--- src/rtl/button_debounce_multimode_defines.svh ---
// Assertion macros shared by the button debouncer RTL.
// Both macros assume a clock named clk and an active-low reset named arst_n.
`ifndef BUTTON_DEBOUNCE_MULTIMODE_DEFINES_SVH
`define BUTTON_DEBOUNCE_MULTIMODE_DEFINES_SVH
`ifndef NO_ASSERTIONS
`define BDM_ASSERT(lbl, prop) \
	lbl: assert property (@(posedge clk) disable iff (!arst_n) prop) \
		else $error("bdm assertion failed");
`define BDM_NEVER(lbl, expr) \
	lbl: assert property (@(posedge clk) disable iff (!arst_n) !(expr)) \
		else $error("bdm forbidden condition seen");
`else
`define BDM_ASSERT(lbl, prop)
`define BDM_NEVER(lbl, expr)
`endif
`endif

--- src/rtl/bdm_pkg.sv ---
// ----------------------------------------------------------------------------
// bdm_pkg
// Types, register map and helpers for the multimode button debouncer.
// ----------------------------------------------------------------------------
`default_nettype none

package bdm_pkg;

	localparam int TIME_BITS = 32;
	localparam int ADDR_W    = 4;
	localparam int DATA_W    = 32;

	typedef logic [TIME_BITS-1:0] tstamp_t;

	typedef enum logic [1:0] {
		MODE_TOGGLE = 2'd0,
		MODE_HOLD   = 2'd1,
		MODE_PULSE  = 2'd2,
		MODE_REPEAT = 2'd3
	} mode_t;

	typedef enum logic [1:0] {
		REG_MODE     = 2'd0,
		REG_DEBOUNCE = 2'd1,
		REG_REPEAT   = 2'd2
	} reg_idx_t;

	typedef struct packed {
		mode_t       mode;
		logic [15:0] debounce_ms;
		logic [15:0] repeat_interval_ms;
	} cfg_t;

	localparam mode_t       MODE_RST     = MODE_PULSE;
	localparam logic [15:0] DEBOUNCE_RST = 16'd20;
	localparam logic [15:0] REPEAT_RST   = 16'd500;

	// bring the 32-bit port timestamp to the internal time width
	function automatic tstamp_t to_tstamp(input logic [31:0] t);
		return TIME_BITS'(t);
	endfunction

	function automatic tstamp_t ms16_to_tstamp(input logic [15:0] v);
		return TIME_BITS'(v);
	endfunction

endpackage

`default_nettype wire

--- src/rtl/bdm_cfg_regs.sv ---
// ----------------------------------------------------------------------------
// bdm_cfg_regs
// APB register file: mode, debounce time and repeat interval.
// ----------------------------------------------------------------------------
`default_nettype none

module bdm_cfg_regs (
	input  wire logic                         clk,
	input  wire logic                         arst_n,
	input  wire logic                         psel,
	input  wire logic                         penable,
	input  wire logic                         pwrite,
	input  wire logic [bdm_pkg::ADDR_W-1:0]   paddr,
	input  wire logic [bdm_pkg::DATA_W-1:0]   pwdata,
	output logic      [bdm_pkg::DATA_W-1:0]   prdata,
	output logic                              pready,
	output bdm_pkg::cfg_t                     cfg
);

	logic              wr_en;
	bdm_pkg::reg_idx_t idx;
	bdm_pkg::cfg_t     cfg_q;

	assign pready = 1'b1;
	assign wr_en  = psel && penable && pwrite;
	assign idx    = bdm_pkg::reg_idx_t'(paddr[3:2]);
	assign cfg    = cfg_q;

	always_ff @(posedge clk or negedge arst_n) begin
		if (!arst_n) begin
			cfg_q.mode               <= bdm_pkg::MODE_RST;
			cfg_q.debounce_ms        <= bdm_pkg::DEBOUNCE_RST;
			cfg_q.repeat_interval_ms <= bdm_pkg::REPEAT_RST;
		end else if (wr_en) begin
			case (idx)
				bdm_pkg::REG_MODE: begin
					cfg_q.mode <= bdm_pkg::mode_t'(pwdata[1:0]);
				end
				bdm_pkg::REG_DEBOUNCE: begin
					cfg_q.debounce_ms <= pwdata[15:0];
				end
				bdm_pkg::REG_REPEAT: begin
					cfg_q.repeat_interval_ms <= pwdata[15:0];
				end
				default: begin
				end
			endcase
		end
	end

	always_comb begin
		case (idx)
			bdm_pkg::REG_MODE:     prdata = {30'd0, cfg_q.mode};
			bdm_pkg::REG_DEBOUNCE: prdata = {16'd0, cfg_q.debounce_ms};
			bdm_pkg::REG_REPEAT:   prdata = {16'd0, cfg_q.repeat_interval_ms};
			default:               prdata = '0;
		endcase
	end

endmodule

`default_nettype wire

--- src/rtl/bdm_core.sv ---
// ----------------------------------------------------------------------------
// bdm_core
// Debounce state and mode logic; one sample is applied per step_en.
// ----------------------------------------------------------------------------
`default_nettype none
`include "button_debounce_multimode_defines.svh"

module bdm_core (
	input  wire logic             clk,
	input  wire logic             arst_n,
	input  wire bdm_pkg::cfg_t    cfg,
	input  wire logic             step_en,
	input  wire logic             level,
	input  wire bdm_pkg::tstamp_t now,
	output logic                  fire_d
);

	logic             last_raw_q;
	logic             stable_q;
	bdm_pkg::tstamp_t change_q;
	logic             out_flag_q;
	bdm_pkg::tstamp_t last_fire_q;

	bdm_pkg::tstamp_t change_d;
	bdm_pkg::tstamp_t last_fire_d;
	logic             settled;
	logic             stable_d;
	logic             press_edge;
	logic             rep_due;

	always_comb begin
		change_d    = (level != last_raw_q) ? now : change_q;
		// strict compare: a raw change is never taken on its own timestamp
		settled     = (now - change_d) > bdm_pkg::ms16_to_tstamp(cfg.debounce_ms);
		stable_d    = settled ? level : stable_q;
		press_edge  = settled && stable_q && !level;
		rep_due     = (now - last_fire_q) >=
			bdm_pkg::ms16_to_tstamp(cfg.repeat_interval_ms);
		fire_d      = out_flag_q;
		last_fire_d = last_fire_q;
		if (settled) begin
			case (cfg.mode)
				bdm_pkg::MODE_TOGGLE: fire_d = out_flag_q ^ press_edge;
				bdm_pkg::MODE_HOLD:   fire_d = !level;
				bdm_pkg::MODE_PULSE:  fire_d = press_edge;
				bdm_pkg::MODE_REPEAT: begin
					fire_d = !level && rep_due;
					if (!level && rep_due) begin
						last_fire_d = now;
					end
				end
				default: fire_d = out_flag_q;
			endcase
		end
	end

	always_ff @(posedge clk or negedge arst_n) begin
		if (!arst_n) begin
			last_raw_q  <= 1'b1;
			stable_q    <= 1'b1;
			change_q    <= '0;
			out_flag_q  <= 1'b0;
			last_fire_q <= '0;
		end else if (step_en) begin
			last_raw_q  <= level;
			stable_q    <= stable_d;
			change_q    <= change_d;
			out_flag_q  <= fire_d;
			last_fire_q <= last_fire_d;
		end
	end

	`BDM_ASSERT(a_stable_only_on_step, !step_en |=> $stable(stable_q))
	`BDM_ASSERT(a_hold_tracks_level,
		(step_en && settled && cfg.mode == bdm_pkg::MODE_HOLD) |=> (out_flag_q == !stable_q))
	`BDM_ASSERT(a_fire_time_with_flag, !$stable(last_fire_q) |-> out_flag_q)

endmodule

`default_nettype wire

--- src/rtl/button_debounce_multimode.sv ---
// ----------------------------------------------------------------------------
// button_debounce_multimode
// Button debouncer with toggle, hold, pulse and auto-repeat output modes.
// ----------------------------------------------------------------------------
// One sample transaction is taken every clock while sample_stall is low. Each one
// yields exactly one fire result, valid once the sample has passed the input
// register (loaded on acceptance) and the result register (loaded when the
// result side is empty or draining). The whole debounce update, two wrapping
// subtract-and-compare paths plus the mode select, is combinational between
// those registers, which is what sets the one-sample-per-clock rate. Backpressure
// on the result side stalls the sample side only when both registers are full.
// Registers (APB, byte address 4*i): mode at 0x0, debounce_ms at 0x4,
// repeat_interval_ms at 0x8; write them only while no transaction is in flight.
`default_nettype none
`include "button_debounce_multimode_defines.svh"

module button_debounce_multimode (
	input  wire logic                       clk,
	input  wire logic                       arst_n,
	input  wire logic                       psel,
	input  wire logic                       penable,
	input  wire logic                       pwrite,
	input  wire logic [bdm_pkg::ADDR_W-1:0] paddr,
	input  wire logic [bdm_pkg::DATA_W-1:0] pwdata,
	output logic      [bdm_pkg::DATA_W-1:0] prdata,
	output logic                            pready,
	input  wire logic                       sample_valid,
	output logic                            sample_stall,
	input  wire logic                       level,
	input  wire logic [31:0]                now_ms,
	output logic                            result_valid,
	input  wire logic                       result_stall,
	output logic                            fire
);

	bdm_pkg::cfg_t    cfg;
	logic             valid_s1;
	logic             level_s1;
	bdm_pkg::tstamp_t now_s1;
	logic             valid_s2;
	logic             fire_s2;
	logic             fire_d;
	logic             advance;
	logic             take;

	bdm_cfg_regs u_cfg (
		.clk     (clk),
		.arst_n  (arst_n),
		.psel    (psel),
		.penable (penable),
		.pwrite  (pwrite),
		.paddr   (paddr),
		.pwdata  (pwdata),
		.prdata  (prdata),
		.pready  (pready),
		.cfg     (cfg)
	);

	// s1 moves on whenever the result register is empty or being drained
	assign advance      = !valid_s2 || !result_stall;
	assign sample_stall = valid_s1 && !advance;
	assign take         = sample_valid && !sample_stall;

	always_ff @(posedge clk or negedge arst_n) begin
		if (!arst_n) begin
			valid_s1 <= 1'b0;
		end else if (!valid_s1 || advance) begin
			valid_s1 <= sample_valid;
		end
	end

	always_ff @(posedge clk) begin
		if (take) begin
			level_s1 <= level;
			now_s1   <= bdm_pkg::to_tstamp(now_ms);
		end
	end

	bdm_core u_core (
		.clk     (clk),
		.arst_n  (arst_n),
		.cfg     (cfg),
		.step_en (valid_s1 && advance),
		.level   (level_s1),
		.now     (now_s1),
		.fire_d  (fire_d)
	);

	always_ff @(posedge clk or negedge arst_n) begin
		if (!arst_n) begin
			valid_s2 <= 1'b0;
		end else if (advance) begin
			valid_s2 <= valid_s1;
		end
	end

	always_ff @(posedge clk) begin
		if (valid_s1 && advance) begin
			fire_s2 <= fire_d;
		end
	end

	assign result_valid = valid_s2;
	assign fire         = fire_s2;

	`BDM_ASSERT(a_s1_to_s2, (valid_s1 && advance) |=> valid_s2)
	`BDM_ASSERT(a_take_fills_s1, take |=> valid_s1)
	`BDM_NEVER(a_stall_needs_s1, sample_stall && !valid_s1)

endmodule

`default_nettype wire
--- config.mk ---
export PLATFORM = sky130hd
export DESIGN_NAME = button_debounce_multimode
export DESIGN_NICKNAME = d
export VERILOG_FILES = /design/src/rtl/bdm_pkg.sv /design/src/rtl/bdm_cfg_regs.sv /design/src/rtl/bdm_core.sv /design/src/rtl/button_debounce_multimode.sv
export VERILOG_INCLUDE_DIRS = /design/src /design/src/rtl
export SDC_FILE = /design/constraint.sdc
export NUM_CORES = 1
export LEC_CHECK = 0
export ABC_AREA = 1
export BUFFER_PORTS_ARGS = -buffer_cell sky130_fd_sc_hd__buf_2
export CORE_AREA = 2 2 158 160
export DETAILED_ROUTE_END_ITERATION = 7
export DIE_AREA = 0 0 160 162
export PLACE_DENSITY = 0.66
export SLEW_MARGIN = 5
export SYNTH_ARGS = -nofsm -noshare
export SYNTH_HDL_FRONTEND = slang
export SYNTH_SLANG_ARGS = --single-unit
export TNS_END_PERCENT = 20
--- constraint.sdc ---
create_clock -name clk -period 5.54 [get_ports clk]
set_input_delay 1.385 -clock clk [delete_from_list [all_inputs] [get_ports clk]]
set_output_delay 1.385 -clock clk [all_outputs]
set_load 0.005 [all_outputs]
Yosys cells after proc, flatten, opt, wreduce, memory -nomap -nowiden:

Cells that the tools add are included.

* register bits after elaboration: 137
* bits of input ports: 76
* output and inout port bits: 36
* word-level logic and storage cells: 51

* add/subtract/negate cells: 2
* order comparisons: 2
* eq/ne operators: 6
* muxes and demuxes: 4
* bitwise gates (word level): 1
* reductions and logical operators: 23

Operator list (number)
* $sub A32 B32 Y32: 2
* $pmux W16 S3: 1
* $ge A32 B16 Y1: 1
* $gt A32 B16 Y1: 1
* $mux W32: 1
* $logic_and A1 B1 Y1: 8
* $reduce_and A2 Y1: 4
* $eq A2 B2 Y1 const B: 3
* $logic_not A1 Y1: 6
* $eq A2 B1 Y1 const B: 2
* $logic_not A2 Y1: 2
* $pmux W1 S4: 1
* $reduce_and A4 Y1: 1
* $logic_or A1 B1 Y1: 2
* $mux W1: 1
* $ne A1 B1 Y1: 1
* $xor A1 B1 Y1: 1

Logic depth before layout (Yosys ltp):

* depth in word-level cells: 9
* depth in mapped cells: 36
* mapped depth without buffers: 33

Cells and area by module:

A second synthesis with hierarchy kept.

* cells, all modules: 1568
* area total of the unflattened synthesis: 11283.3 µm²

Modules (own cells, without submodules)
* bdm_core: times used 1, cells an instance 1295, area an instance 8398.1 µm², sequential area each 1679.1 µm²
* bdm_cfg_regs: times used 1, cells an instance 227, area an instance 1769.2 µm², sequential area each 862.1 µm²
* button_debounce_multimode: times used 1, cells an instance 46, area an instance 1116.1 µm², sequential area each 1071.0 µm²

Worst setup path after synthesis:

No wires, ideal clock.

* path type: reg-to-reg
* from: register level_s1
* to: register u_core.last_fire_q[5]
* library setup time: 0.119 ns
* arrival: 3.943 ns
* required time: 5.421 ns
* slack: 1.478 ns
* stages on the path, launching flop included: 36
* path buffers: 3
* clock period less this slack: 4.062 ns
* cell sequence: edfxtp_1 -> inv_2 -> nand2_1 -> nand2_1 -> buf_2 -> clkbuf_1 -> nand2_1 -> o21ai_0 -> ha_1 -> inv_1 -> ha_1 -> inv_1 -> nand2_2 -> nand3_1 -> nand2_2 -> nand2_1 -> nand2_1 -> nand2_1 -> nand2_1 -> xor2_1 -> ha_1 -> nand2_1 -> nor2_1 -> nor4_1 -> o21ai_0 -> o21ai_0 -> nand3_1 -> nor2_1 -> nand2_1 -> nor2_2 -> nand2_4 -> nand2_4 -> inv_2 -> nand3_4 -> buf_6 -> o21ai_2

* longest elaborated chain between the ends: 5
* elaborated cells on any way between the ends: 7
* classes of those cells: add/sub (1); order compare (1); eq/ne (1); mux (1); reduce/logical (3)

RTL lines
* from (decl): RTL line button_debounce_multimode.sv:38 `logic level_s1;`
* from (signal assigned): RTL line button_debounce_multimode.sv:74 `level_s1 <= level;`
* $ne A1 B1 Y1: RTL line bdm_core.sv:32 `change_d = (level != last_raw_q) ? now : change_q;`
* $mux W32: RTL line bdm_core.sv:32
* named net u_core.change_d[0]: RTL line bdm_core.sv:24 `bdm_pkg::tstamp_t change_d;`
* $sub A32 B32 Y32: RTL line bdm_core.sv:34 `settled = (now - change_d) > bdm_pkg::ms16_to_tstamp(cfg.debounce_ms);`
* $gt A32 B16 Y1: RTL line bdm_core.sv:34
* $reduce_and A4 Y1 (no source line)
* to (signal assigned): RTL line bdm_core.sv:69 `last_fire_q <= last_fire_d;`
* to (decl): RTL line bdm_core.sv:22 `bdm_pkg::tstamp_t last_fire_q;`

The timed path passes the listed nets, and every way through them passes these cells.
A chain may end at the register's enable or synchronous reset.

Worst setup path after layout:

* from: register u_core.last_raw_q
* to: register u_core.last_fire_q[5]

* longest elaborated chain between the ends: 5

RTL lines
* from (decl): RTL line bdm_core.sv:18 `logic last_raw_q;`
* from (signal assigned): RTL line bdm_core.sv:65 `last_raw_q <= level;`
* $ne A1 B1 Y1: RTL line bdm_core.sv:32
* $mux W32: RTL line bdm_core.sv:32
* $sub A32 B32 Y32: RTL line bdm_core.sv:34
* $gt A32 B16 Y1: RTL line bdm_core.sv:34
* $reduce_and A4 Y1 (no source line)

No other way between the ends.

==> results by group <==
Status
  – Status: completed

Clock tree
  – Post_cts resized: 0
  – CTS sink cnt: 137
  – CTS Buf Count: 17
  – CTS clk-pin slew, worst paths: 0.07 ns
  – CTS tree: yes
  – Hold-fix buffers, CTS: 0
  – H-tree depth: 4
  – Clock Tree Buf Depth: 2
  – Worst-Skew Late Latency: 0.43 ns
  – Clk Tree Root Cell: clkbuf_16
  – Postcts setup bufs: 0

Timing
  – Tcrit/Tclk final: 90.99%
  – RSZ-0062 raised after global routing: no
  – Final Hold Fails: 0
  – Setup TNS: 0 ns
  – Min Tclk post-route: 5.041 ns
  – Relative slew margins: 24.14%
  – Clk_skew: 0.01641 ns
  – Slew Limit Fails: 0
  – Least-Margin Pin Slew: 1.134 ns
  – Count of final setup violators: 0
  – Achievable Freq: 198.4 MHz

Finish
  – Most frequent cells in the layout: 428 x nand2_1, 243 x inv_1, 129 x o21ai_0
  – Area growth, synth to finish: 11.31%
  – Commonest non-fill, non-tap cell in the layout: nand2_1
  – Share of layout cells above drive strength 1: 11.59%
  – Non-Filler Instances: 1946
  – Antenna Cells: 0
  – Final net count: 1770

Worst hold path
  – Hold Path Cell Cnt: 2
  – Hold path start: valid_s1
  – Worst min path class: reg2reg
  – Hold EP: result_valid

Global route
  – Initial antenna violation count: 0
  – Via count of the first global-routing pass: 9470
  – Grt ovf: 0
  – Total GRT Usage: 23.24%
  – First-pass GRT wire length: 47420 um
  – Largest net degree at the start of global routing: 63

Critical path
  – Slowest stage delay, CP: 0.54 ns
  – Reg2reg start: u_core.last_raw_q
  – Crit path max-delay cell type: dfstp_2
  – Crit path top cell by count: nand2_1
  – Arrival time at the worst endpoint: 5.39 ns
  – Setup CP Type: reg2reg
  – Worst R2R Path Depth: 29
  – Crit path max fanout: 22
  – Critical Path RT: 5.89 ns
  – Reg2reg setup slack: 0.50 ns
  – Crit. Startpoint: u_core.last_raw_q
  – Reg2reg end: u_core.last_fire_q[5]
  – Worst setup EP type: flip-flop
  – CP startpoint kind: flip-flop

Job
  – Max-Cap Viols: 0

Logic synthesis
  – YS warnings: 0
  – Sequential area share after synthesis: 33.53%
  – Mapped Cells: 1534
  – FF+latch count, synth: 137
  – Distinct cells, synth: 48
  – Mapped Avg Cell Area: 7.022 um^2
  – Synthesized cell area: 10770 um^2

Die
  – Die Wd: 160 um
  – Core Area: 24110 um^2
  – # rows: 57
  – Die span in y: 162 um
  – Die area: 25920 um^2
  – Initial core utilization: 44.68%
  – I/O pin cnt: 112

Pwr
  – Max VDD drop: 274.4 uV
  – Combinational power share: 55.8%
  – Sw frac: 46.86%
  – Sequential share of power: 24.8%
  – Clock power frac: 19.4%
  – Leak pwr: 6.123 nW
  – Internal power: 3.173 mW
  – Total power divided by cell area: 497.9 nW/um^2
  – NetSw: 2.797 mW

Placement
  – Placed cell count: 1914
  – Post-DP HPWL: 23240 um
  – I/O Buffers: 76
  – Gpl congestion: 0.9392

Routing
  – Iteration-0 DRC Markers: 679
  – Antenna viol nets, final: 0
  – Routed len/inst: 14.89 um
  – Routed wire length: 28970 um
  – Vias: 9951
  – Pre-Repair DR Iteration Count: 8
  – DRC viols: 0
  – Vias/cell: 5.114
logic make-up after synthesis:
group	count (synthesis)	share of synthesized area, %
simple gates	679	26.01
buf+inv	295	11.48
compound gates	299	15.96
flops	137	33.53
other cells	2	0.06972
xor+xnor	37	3.009
fa+ha+maj	85	9.943
metrics by stage:
step | area [um^2] | power [mW] | hold WS [ns] | setup slack [ns] | utilization [%]
final | 11990 | 5.970 | 0.4711 | 0.4992 | 49.74
after global routing | 11990 | 6.549 | 0.5017 | 0.03987 | 49.74
after CTS | 11990 | 5.970 | 0.4752 | 0.3812 | 49.73
after detailed placement | 11410 | 4.781 | 0.4594 | 0.4752 | 47.33
after global placement | 11410 | 4.703 | 0.4389 | 0.5502 | 47.33
after floorplan | 10830 | 3.920 | 0.4340 | 1.478 | -
worst max path at each step:
stage,cells past startpoint,slack (ns),to
after floorplan,35,1.48,u_core.last_fire_q[5]
after global placement,29,0.55,u_core.last_fire_q[9]
after detailed placement,29,0.48,u_core.last_fire_q[7]
after CTS,29,0.38,u_core.last_fire_q[5]
after global routing,30,0.04,u_core.last_fire_q[5]
final,29,0.50,u_core.last_fire_q[5]
power by group through the flow:
stage	sequential [mW]	combinational (mW)	clock [mW]
6_report	1.48	3.33	1.16
5_1_grt	1.52	3.81	1.22
4_1_cts	1.48	3.31	1.18
3_5_place_dp	1.49	3.29	0
3_3_place_gp	1.49	3.22	0
2_1_floorplan	1.45	2.47	0
cells in the mapped netlist (all sizes together):
master | count | area [um^2]
o22ai | 14 | 87.58
and3 | 2 | 12.51
conb | 2 | 7.510
a21oi | 91 | 455.4
ha | 84 | 1051
o31ai | 2 | 15.01
o211ai | 1 | 7.510
xnor2 | 9 | 78.83
o221a | 1 | 11.26
nand2 | 439 | 1680
nor3 | 20 | 100.1
dfstp | 11 | 289.0
nand3 | 61 | 317.8
a31oi | 3 | 18.77
nand4 | 18 | 112.6
a21o | 4 | 30.03
clkbuf | 16 | 60.06
o21a | 3 | 22.52
inv | 249 | 934.6
xor2 | 28 | 245.2
o21bai | 3 | 26.27
o221ai | 1 | 8.760
o311ai | 1 | 8.760
o21ai | 169 | 980.9
nor2 | 127 | 496.7
a211oi | 3 | 22.52
nand3b | 5 | 37.54
buf | 29 | 237.7
nor4 | 5 | 31.28
dfrtp | 92 | 2302
edfxtp | 34 | 1021
fa | 1 | 20.02
a21boi | 2 | 15.01
o31a | 1 | 8.760
and2 | 2 | 12.51
clkinv | 1 | 3.750
critical path, delay by kind of cell (launching register included):
family          cells  cell delay [ns]
compound gates      4             0.82
buf+inv             4             0.52
xor+xnor            1             0.26
fa+ha+maj           2             0.60
simple gates       18             2.21
flops               1             0.54
registers in the layout (all words and copies together), names as in the netlist:
register and count:
fire 1, level_s1 1, now_s1 32, result_valid 1, u_cfg.cfg 34, u_core.change_q 32
u_core.last_fire_q 32, u_core.last_raw_q 1, u_core.out_flag_q 1, u_core.stable_q 1, valid_s1 1
layer usage:
layer | track usage (%) | wire (um) | up-vias
li1 | - | - | 5075
met1 | 31.94 | 13910 | 4593
met2 | 37.74 | 13150 | 233
met3 | 3.626 | 1139 | 50
met4 | 7.576 | 769 | 0
met5 | 0 | 0 | -
cell type report:
type                            instances  area, um^2
Clock buffer                           20       436.7
Clock inverter                         12       142.6
Fill cell                            2460       12120
Inverter                              250       938.4
Multi-Input combinational cell       1117        5984
Sequential cell                       137        3612
Tap cell                              324       405.4
Timing Repair Buffer                   86       470.5
No activity file was read; power rests on OpenSTA's default activity.
